### src/sv/sum_tree_bitfield_select_defines.svh
// assertion macros shared by the sum tree block
`ifndef SUM_TREE_BITFIELD_SELECT_DEFINES_SVH
`define SUM_TREE_BITFIELD_SELECT_DEFINES_SVH

// same-cycle implication, checked outside reset
`define STS_ASSERT_IMP(label, clk, rst_n, ante, cons, msg) \
    label: assert property (@(posedge clk) disable iff (!rst_n) (ante) |-> (cons)) \
        else $error(msg);

// next-cycle implication, checked outside reset
`define STS_ASSERT_NXT(label, clk, rst_n, ante, cons, msg) \
    label: assert property (@(posedge clk) disable iff (!rst_n) (ante) |=> (cons)) \
        else $error(msg);

`endif

### src/sv/sts_pkg.sv
package sts_pkg;

    localparam int COUNT_W     = 10;
    localparam int LEAF_W      = 9;
    localparam int RANK_W      = 9;
    localparam int NODE_W      = 10;
    localparam int DEPTH_CFG_W = 4;

    localparam logic [DEPTH_CFG_W-1:0] DEPTH_RESET = 4'd6;

    // operation codes carried in the request
    typedef enum logic [1:0] {
        MODE_WRITE  = 2'd0,
        MODE_DECODE = 2'd1,
        MODE_FILL   = 2'd2,
        MODE_CLEAR  = 2'd3
    } mode_t;

    typedef struct packed {
        mode_t              mode;
        logic [LEAF_W-1:0]  leaf_index;
        logic               leaf_bit;
        logic [RANK_W-1:0]  rank;
    } req_t;

    typedef struct packed {
        logic [NODE_W-1:0]  node_index;
        logic [COUNT_W-1:0] total_count;
        logic               rank_ok;
    } rsp_t;

endpackage

### src/sv/sts_ctrl.sv
`include "sum_tree_bitfield_select_defines.svh"

module sts_ctrl #(
    parameter int ADDR_W = 10
) (
    input  logic                                clk,
    input  logic                                rst_n,
    input  logic                                cfg_load,
    input  logic [sts_pkg::DEPTH_CFG_W-1:0]     cfg_depth,
    input  logic                                req_valid,
    output logic                                req_ready,
    input  sts_pkg::req_t                       req,
    output logic                                res_valid,
    output sts_pkg::rsp_t                       res,
    input  logic                                res_taken,
    output logic                                mem_we,
    output logic [ADDR_W-1:0]                   mem_waddr,
    output logic [sts_pkg::COUNT_W-1:0]         mem_wdata,
    output logic                                mem_re,
    output logic [ADDR_W-1:0]                   mem_raddr,
    input  logic [sts_pkg::COUNT_W-1:0]         mem_rdata
);

    localparam int CW      = sts_pkg::COUNT_W;
    localparam int RW      = sts_pkg::RANK_W;
    localparam int DEPTH_W = $clog2(ADDR_W + 1);
    localparam int XW      = (DEPTH_W > sts_pkg::DEPTH_CFG_W) ? DEPTH_W : sts_pkg::DEPTH_CFG_W;
    localparam int CMP_W   = (ADDR_W > sts_pkg::LEAF_W) ? ADDR_W : sts_pkg::LEAF_W;
    localparam logic [ADDR_W-1:0] FULL_LAST = ADDR_W'((1 << ADDR_W) - 2);

    typedef enum logic [2:0] {
        S_SWEEP,
        S_IDLE,
        S_UP,
        S_DOWN,
        S_RESULT
    } state_t;

    state_t                state_reg, state_next;
    logic [ADDR_W-1:0]     addr_reg, addr_next;
    logic [ADDR_W-1:0]     last_reg, last_next;
    logic [ADDR_W:0]       lvl_last_reg, lvl_last_next;
    logic [ADDR_W-1:0]     val_reg, val_next;
    logic                  sweep_rsp_reg, sweep_rsp_next;
    logic [ADDR_W-1:0]     cur_reg, cur_next;
    logic [CW-1:0]         cnt_reg, cnt_next;
    logic [RW-1:0]         r_reg, r_next;
    logic [CW-1:0]         root_reg, root_next;
    sts_pkg::rsp_t         res_reg, res_next;

    logic [XW-1:0]         cfg_x;
    logic [XW-1:0]         depth_x;
    logic [DEPTH_W-1:0]    eff_depth;
    logic [ADDR_W-1:0]     leaves;
    logic [ADDR_W-1:0]     base;
    logic [ADDR_W:0]       twice;
    logic [ADDR_W-1:0]     tree_last;
    logic                  accept;

    logic [ADDR_W-1:0]     leaf_addr;
    logic [ADDR_W-1:0]     parent;
    logic [CW-1:0]         sum;
    logic [ADDR_W-1:0]     left;
    logic                  go_left;
    logic [ADDR_W-1:0]     child;
    logic [CW-1:0]         child_cnt;
    logic [CW-1:0]         r_less;

    function automatic logic [ADDR_W-1:0] sibling(input logic [ADDR_W-1:0] i);
        sibling = i[0] ? (i + ADDR_W'(1)) : (i - ADDR_W'(1));
    endfunction

    // depth in force, clamped to the supported range
    always_comb
    begin
        cfg_x = XW'(cfg_depth);
        if (cfg_x < XW'(2))
        begin
            depth_x = XW'(2);
        end
        else if (cfg_x > XW'(ADDR_W))
        begin
            depth_x = XW'(ADDR_W);
        end
        else
        begin
            depth_x = cfg_x;
        end
    end

    assign eff_depth = depth_x[DEPTH_W-1:0];
    assign leaves    = ADDR_W'(1) << (eff_depth - DEPTH_W'(1));
    assign base      = leaves - ADDR_W'(1);
    assign twice     = {leaves, 1'b0};
    assign tree_last = ADDR_W'(twice - (ADDR_W + 1)'(2));

    assign req_ready = (state_reg == S_IDLE);
    assign accept    = req_valid && req_ready;
    assign res_valid = (state_reg == S_RESULT);
    assign res       = res_reg;

    // walk datapath
    assign leaf_addr = base + ADDR_W'(req.leaf_index);
    assign parent    = (cur_reg - ADDR_W'(1)) >> 1;
    assign sum       = cnt_reg + mem_rdata;
    assign left      = {cur_reg[ADDR_W-2:0], 1'b1};
    assign go_left   = CW'(r_reg) < mem_rdata;
    assign child     = go_left ? left : (left + ADDR_W'(1));
    assign child_cnt = go_left ? mem_rdata : (cnt_reg - mem_rdata);
    assign r_less    = CW'(r_reg) - mem_rdata;

    // next-state and memory port logic
    always_comb
    begin
        state_next     = state_reg;
        addr_next      = addr_reg;
        last_next      = last_reg;
        lvl_last_next  = lvl_last_reg;
        val_next       = val_reg;
        sweep_rsp_next = sweep_rsp_reg;
        cur_next       = cur_reg;
        cnt_next       = cnt_reg;
        r_next         = r_reg;
        root_next      = root_reg;
        res_next       = res_reg;
        mem_we         = 1'b0;
        mem_waddr      = addr_reg;
        mem_wdata      = CW'(val_reg);
        mem_re         = 1'b0;
        mem_raddr      = addr_reg;

        case (state_reg)
            S_SWEEP:
            begin
                // one entry per cycle, value halves at each level boundary
                mem_we    = 1'b1;
                mem_waddr = addr_reg;
                mem_wdata = CW'(val_reg);
                if ({1'b0, addr_reg} == lvl_last_reg)
                begin
                    val_next      = val_reg >> 1;
                    lvl_last_next = {lvl_last_reg[ADDR_W-1:0], 1'b0} + (ADDR_W + 1)'(2);
                end
                if (addr_reg == last_reg)
                begin
                    state_next = sweep_rsp_reg ? S_RESULT : S_IDLE;
                end
                else
                begin
                    addr_next = addr_reg + ADDR_W'(1);
                end
            end

            S_IDLE:
            begin
                if (accept)
                begin
                    res_next.node_index  = '0;
                    res_next.total_count = root_reg;
                    res_next.rank_ok     = 1'b0;
                    case (req.mode)
                        sts_pkg::MODE_WRITE:
                        begin
                            if (CMP_W'(req.leaf_index) < CMP_W'(leaves))
                            begin
                                mem_we     = 1'b1;
                                mem_waddr  = leaf_addr;
                                mem_wdata  = CW'(req.leaf_bit);
                                mem_re     = 1'b1;
                                mem_raddr  = sibling(leaf_addr);
                                cur_next   = leaf_addr;
                                cnt_next   = CW'(req.leaf_bit);
                                state_next = S_UP;
                            end
                            else
                            begin
                                state_next = S_RESULT;
                            end
                        end

                        sts_pkg::MODE_DECODE:
                        begin
                            if (CW'(req.rank) < root_reg)
                            begin
                                res_next.rank_ok = 1'b1;
                                if (root_reg > CW'(1))
                                begin
                                    mem_re     = 1'b1;
                                    mem_raddr  = ADDR_W'(1);
                                    cur_next   = '0;
                                    cnt_next   = root_reg;
                                    r_next     = req.rank;
                                    state_next = S_DOWN;
                                end
                                else
                                begin
                                    state_next = S_RESULT;
                                end
                            end
                            else
                            begin
                                state_next = S_RESULT;
                            end
                        end

                        sts_pkg::MODE_FILL:
                        begin
                            addr_next            = '0;
                            last_next            = tree_last;
                            lvl_last_next        = '0;
                            val_next             = leaves;
                            sweep_rsp_next       = 1'b1;
                            root_next            = CW'(leaves);
                            res_next.total_count = CW'(leaves);
                            state_next           = S_SWEEP;
                        end

                        sts_pkg::MODE_CLEAR:
                        begin
                            addr_next            = '0;
                            last_next            = tree_last;
                            lvl_last_next        = '0;
                            val_next             = '0;
                            sweep_rsp_next       = 1'b1;
                            root_next            = '0;
                            res_next.total_count = '0;
                            state_next           = S_SWEEP;
                        end

                        default:
                        begin
                            state_next = S_RESULT;
                        end
                    endcase
                end
            end

            S_UP:
            begin
                // parent gets its two children, sibling of parent read alongside
                mem_we    = 1'b1;
                mem_waddr = parent;
                mem_wdata = sum;
                if (parent == '0)
                begin
                    root_next            = sum;
                    res_next.total_count = sum;
                    state_next           = S_RESULT;
                end
                else
                begin
                    mem_re    = 1'b1;
                    mem_raddr = sibling(parent);
                    cur_next  = parent;
                    cnt_next  = sum;
                end
            end

            S_DOWN:
            begin
                // left child count is on the read port
                cur_next = child;
                cnt_next = child_cnt;
                r_next   = go_left ? r_reg : RW'(r_less);
                if ((child_cnt > CW'(1)) && (child < base))
                begin
                    mem_re    = 1'b1;
                    mem_raddr = {child[ADDR_W-2:0], 1'b1};
                end
                else
                begin
                    res_next.node_index = sts_pkg::NODE_W'(child);
                    state_next          = S_RESULT;
                end
            end

            S_RESULT:
            begin
                if (res_taken)
                begin
                    state_next = S_IDLE;
                end
            end

            default:
            begin
                state_next = S_IDLE;
            end
        endcase

        // register write restarts a full clearing pass
        if (cfg_load)
        begin
            state_next     = S_SWEEP;
            addr_next      = '0;
            last_next      = FULL_LAST;
            lvl_last_next  = '0;
            val_next       = '0;
            sweep_rsp_next = 1'b0;
            root_next      = '0;
        end
    end

    // state and registered outputs
    always_ff @(posedge clk or negedge rst_n)
    begin
        if (!rst_n)
        begin
            state_reg     <= S_SWEEP;
            addr_reg      <= '0;
            last_reg      <= FULL_LAST;
            lvl_last_reg  <= '0;
            val_reg       <= '0;
            sweep_rsp_reg <= 1'b0;
            root_reg      <= '0;
        end
        else
        begin
            state_reg     <= state_next;
            addr_reg      <= addr_next;
            last_reg      <= last_next;
            lvl_last_reg  <= lvl_last_next;
            val_reg       <= val_next;
            sweep_rsp_reg <= sweep_rsp_next;
            root_reg      <= root_next;
        end
    end

    // walk payload
    always_ff @(posedge clk)
    begin
        cur_reg <= cur_next;
        cnt_reg <= cnt_next;
        r_reg   <= r_next;
        res_reg <= res_next;
    end

    `STS_ASSERT_IMP(a_no_rw_collide, clk, rst_n, mem_we && mem_re, mem_waddr != mem_raddr, "read and write hit the same entry")
    `STS_ASSERT_NXT(a_one_at_a_time, clk, rst_n, accept, !req_ready, "second request taken while one is in flight")
    `STS_ASSERT_NXT(a_cfg_blocks, clk, rst_n, cfg_load, !req_ready, "request taken during clearing pass")
    `STS_ASSERT_IMP(a_ok_needs_count, clk, rst_n, res_valid && res.rank_ok, res.total_count != '0, "rank accepted on empty tree")

endmodule

### config.mk
export PLATFORM = sky130hd
export DESIGN_NAME = sts_ctrl
export DESIGN_NICKNAME = d
export VERILOG_FILES = /design/src/sv/sts_pkg.sv /design/src/sv/sts_ctrl.sv
export VERILOG_INCLUDE_DIRS = /design/src /design/src/sv
export SDC_FILE = /design/constraint.sdc
export NUM_CORES = 1
export LEC_CHECK = 0
export BUFFER_PORTS_ARGS = -buffer_cell sky130_fd_sc_hd__buf_2
export CORE_ASPECT_RATIO = 1.1
export CORE_MARGIN = 1.5
export CORE_UTILIZATION = 40
export DETAILED_ROUTE_END_ITERATION = 10
export GPL_TIMING_DRIVEN = 0
export PLACE_DENSITY = 0.56
export SYNTH_ARGS = -nofsm -noshare
export SYNTH_HDL_FRONTEND = slang
export SYNTH_SLANG_ARGS = --single-unit
### constraint.sdc
create_clock -name clk -period 10.5 [get_ports clk]
set_clock_uncertainty 0.15 [all_clocks]
set_input_delay 0.525 -clock clk [delete_from_list [all_inputs] [get_ports clk]]
set_output_delay 0.525 -clock clk [all_outputs]
set_load 0.05 [all_outputs]
==> out/qor.txt <==
Gr ovfl total - 0
Hold Buf Count CTS - 0
Worst hold-check path type - primary input to asynchronous set/reset pin
Clock Tree Buf Depth - 2
Unique cell type count in the Yosys netlist - 74
Max-slew headroom - 15.5%
Vias post-DR - 8406
HPWL Detailed - 23600 microns
Crit. End Element - output pin
Max Slew Vio Count - 0
Die Width - 146 microns
Post-route minimum period - 6.74 ns
Leakage - 4.52 nW
Worst r2r dst - state_reg[2]
Die span in y - 160 microns
Max-cap viol count - 0
CTS tree - yes
Yosys warns - 0
Layout cells sized above 1 - 11.8%
Clock power frac - 20.1%
Met2 Use GR - 43.3%
Cts bufs inserted - 9
Antenna Violating Nets Remaining - 0
Core region area - 0.0221 sq mm
Critical-path maximum fanout - 9
Synth Cell Area - 0.00899 sq mm
Register area share after synthesis - 31.6%
Post-CTS setup buffer count - 0
Residual DRC - 0
H-tree depth - 3
Flop pwr share - 28.8%
Synth-to-layout area growth - 12.7%
N_diodes - 0
Peak Freq - 148 MHz
First-pass GRT wire length - 46600 microns
Psw - 836 uW
Routed wire length - 30200 microns
Setup CP Type - primary input to output pin
Fill cells - 2268
Post-Syn Instances - 1039
Fin cells - 1444
Fin crit share - 64.2%
Post-CTS resize count - 0
Status - completed
Worst Setup Slack, final - 3.76 ns
Root buffer cell - clkbuf_16
Initial DRT Pass Iterations - 8
Starting density of the core - 40.7%
IO Port Bufs - 92
R2r setup slk - 5.03 ns
Async SR Flop Fraction - 51.5%
Vias in the first global route - 8197
Total Power - 1.79 mW
Worst path max stage delay - 0.70 ns
M3 GR Usage - 3.37%
Int Pwr - 954 uW
Top FF cell, synth - edfxtp_1
Slowest CP cell - a21boi_0
RSZ-0062 raised after global routing - no
Setup TNS - 0 ns
Placed Instances - 1428
CTS sink count - 103
Die area - 0.0234 sq mm
Least-Margin Pin Slew - 1.27 ns
Net Sw Frac - 46.7%
Routability cong. - 0.922
Comb power frac - 51.1%
GR peak layer - met2
Number of flip-flops in the largest register - 21
Io pins - 95
Design Area, Final - 0.0101 sq mm
Seq cells post-synth - 103
PD cells - 176 mW/mm^2
Worst r2r path cells - 20
Share of the core filled with cells - 45.9%
VDD IR-drop max - 0.154 mV
CP Data Required Time - 9.83 ns
Detail-routed via count per cell - 5.82
CTS clk-pin slew, worst paths - 0.08 ns
# setup viols final - 0
Number of antenna violations at the first check in global routing - 0
Detailed router's first-iteration violation count - 627
Dpl cell area - 0.00983 sq mm
Hold WS - 0.248 ns
Final net count - 1276
R2R Path Start - r_reg[0]
WP data arrival - 6.06 ns
All-Layer GR Usage - 26.0%
Clock latency on the worst-skew pair - 0.38 ns
CP dominant cell by count - nand2_1
Number of synthesized flops with an enable pin - 50
Num rows - 57
CP startpoint kind - primary input
Pre-CTS setup slack - 3.85 ns
Largest net degree at the start of global routing - 54
Fin. Hold Viols - 0
Routed length per instance - 20.9 microns
Met1 Use GR - 33.8%
Syn_area_per_cell - 8.66 sq um
==> cells by family after synthesis <==
family,synth area share (%)
compound gates,23.3
xor+xnor,8.19
fa+ha+maj,13.4
buf+inv,5.73
flops,31.6
mux,0.793
other cells,0.0835
simple gates,17.0
==> critical path, delay by kind of cell <==
| kind | cells | cell delay, ns |
|---|---|---|
| xor+xnor | 2 | 0.61 |
| buf+inv | 6 | 0.85 |
| simple gates | 7 | 0.77 |
| fa+ha+maj | 3 | 1.05 |
| compound gates | 11 | 2.26 |
==> how the worst max path moves through the flow <==
stage,from,to,slack [ns],cells after the start
6_report,cfg_depth[3],mem_raddr[9],3.76,29
5_1_grt,cfg_depth[3],mem_raddr[9],3.36,29
4_1_cts,cfg_depth[3],mem_raddr[9],3.84,29
3_5_place_dp,cfg_depth[3],mem_raddr[9],3.85,29
3_3_place_gp,cfg_depth[3],mem_raddr[9],3.92,29
2_1_floorplan,mem_rdata[0],mem_raddr[4],4.75,19
==> metal layers <==
layer	wire [microns]	vias to the layer above	part of all wire, %
li1	-	3973	-
met1	12900	4035	43
met2	14300	327	47
met3	1730	71	5.7
met4	1280	0	4.2
met5	0	-	0
==> Yosys cell counts (all sizes together) (20+ instances only) <==
library cell | instances | area (sq um)
nor2 | 95 | 359
nand2 | 88 | 330
ha | 85 | 1060
inv | 84 | 315
o21ai | 71 | 359
a21oi | 54 | 270
xnor2 | 51 | 465
edfxtp | 50 | 1500
clkbuf | 45 | 169
dfrtp | 44 | 1100
xor2 | 31 | 272
a21o | 21 | 158
nand2b | 21 | 131
nand3 | 20 | 110
==> cell type report <==
class	count	area, sq um	area share (%)
buffer	49	196	1.94
clock buffer	9	225	2.22
clock inverter	7	81.3	0.802
inverter	85	319	3.15
multi-input combinational	804	5650	55.7
sequential	103	2840	28.0
tap	295	369	3.64
timing repair buffer	92	460	4.54
==> power by group through the flow <==
stage          sequential [mW]  clock [mW]  combinational [mW]
2_1_floorplan            0.525           0               0.647
3_3_place_gp             0.523           0               0.898
3_5_place_dp             0.524           0               0.902
4_1_cts                  0.516       0.365               0.907
5_1_grt                  0.521       0.378               0.996
6_report                 0.516       0.360               0.914
==> placed cells by master (no fill, tap or decap), types with 9 or more instances in the layout <==
master / netlist / routed
buf_2: 1 / 93
dfrtp_1: 44 / 44
xor2_1: 31 / 31
inv_1: 84 / 84
dfstp_2: 9 / 9
clkbuf_1: 45 / 45
o22ai_1: 12 / 12
and2_1: 13 / 13
nand2_1: 88 / 88
a22oi_1: 12 / 12
a21o_1: 21 / 21
o21ai_0: 70 / 70
nor2_1: 94 / 94
a211o_1: 17 / 17
a22o_1: 11 / 11
xnor2_1: 50 / 50
ha_1: 85 / 85
nand2b_1: 21 / 21
nor4_1: 9 / 9
nand3_1: 18 / 18
edfxtp_1: 50 / 50
clkbuf_16: 0 / 9
nor3_1: 18 / 18
o211ai_1: 13 / 13
a221o_1: 19 / 19
nor2b_1: 9 / 9
a21oi_1: 54 / 54
No activity file was read; power rests on OpenSTA's default activity.
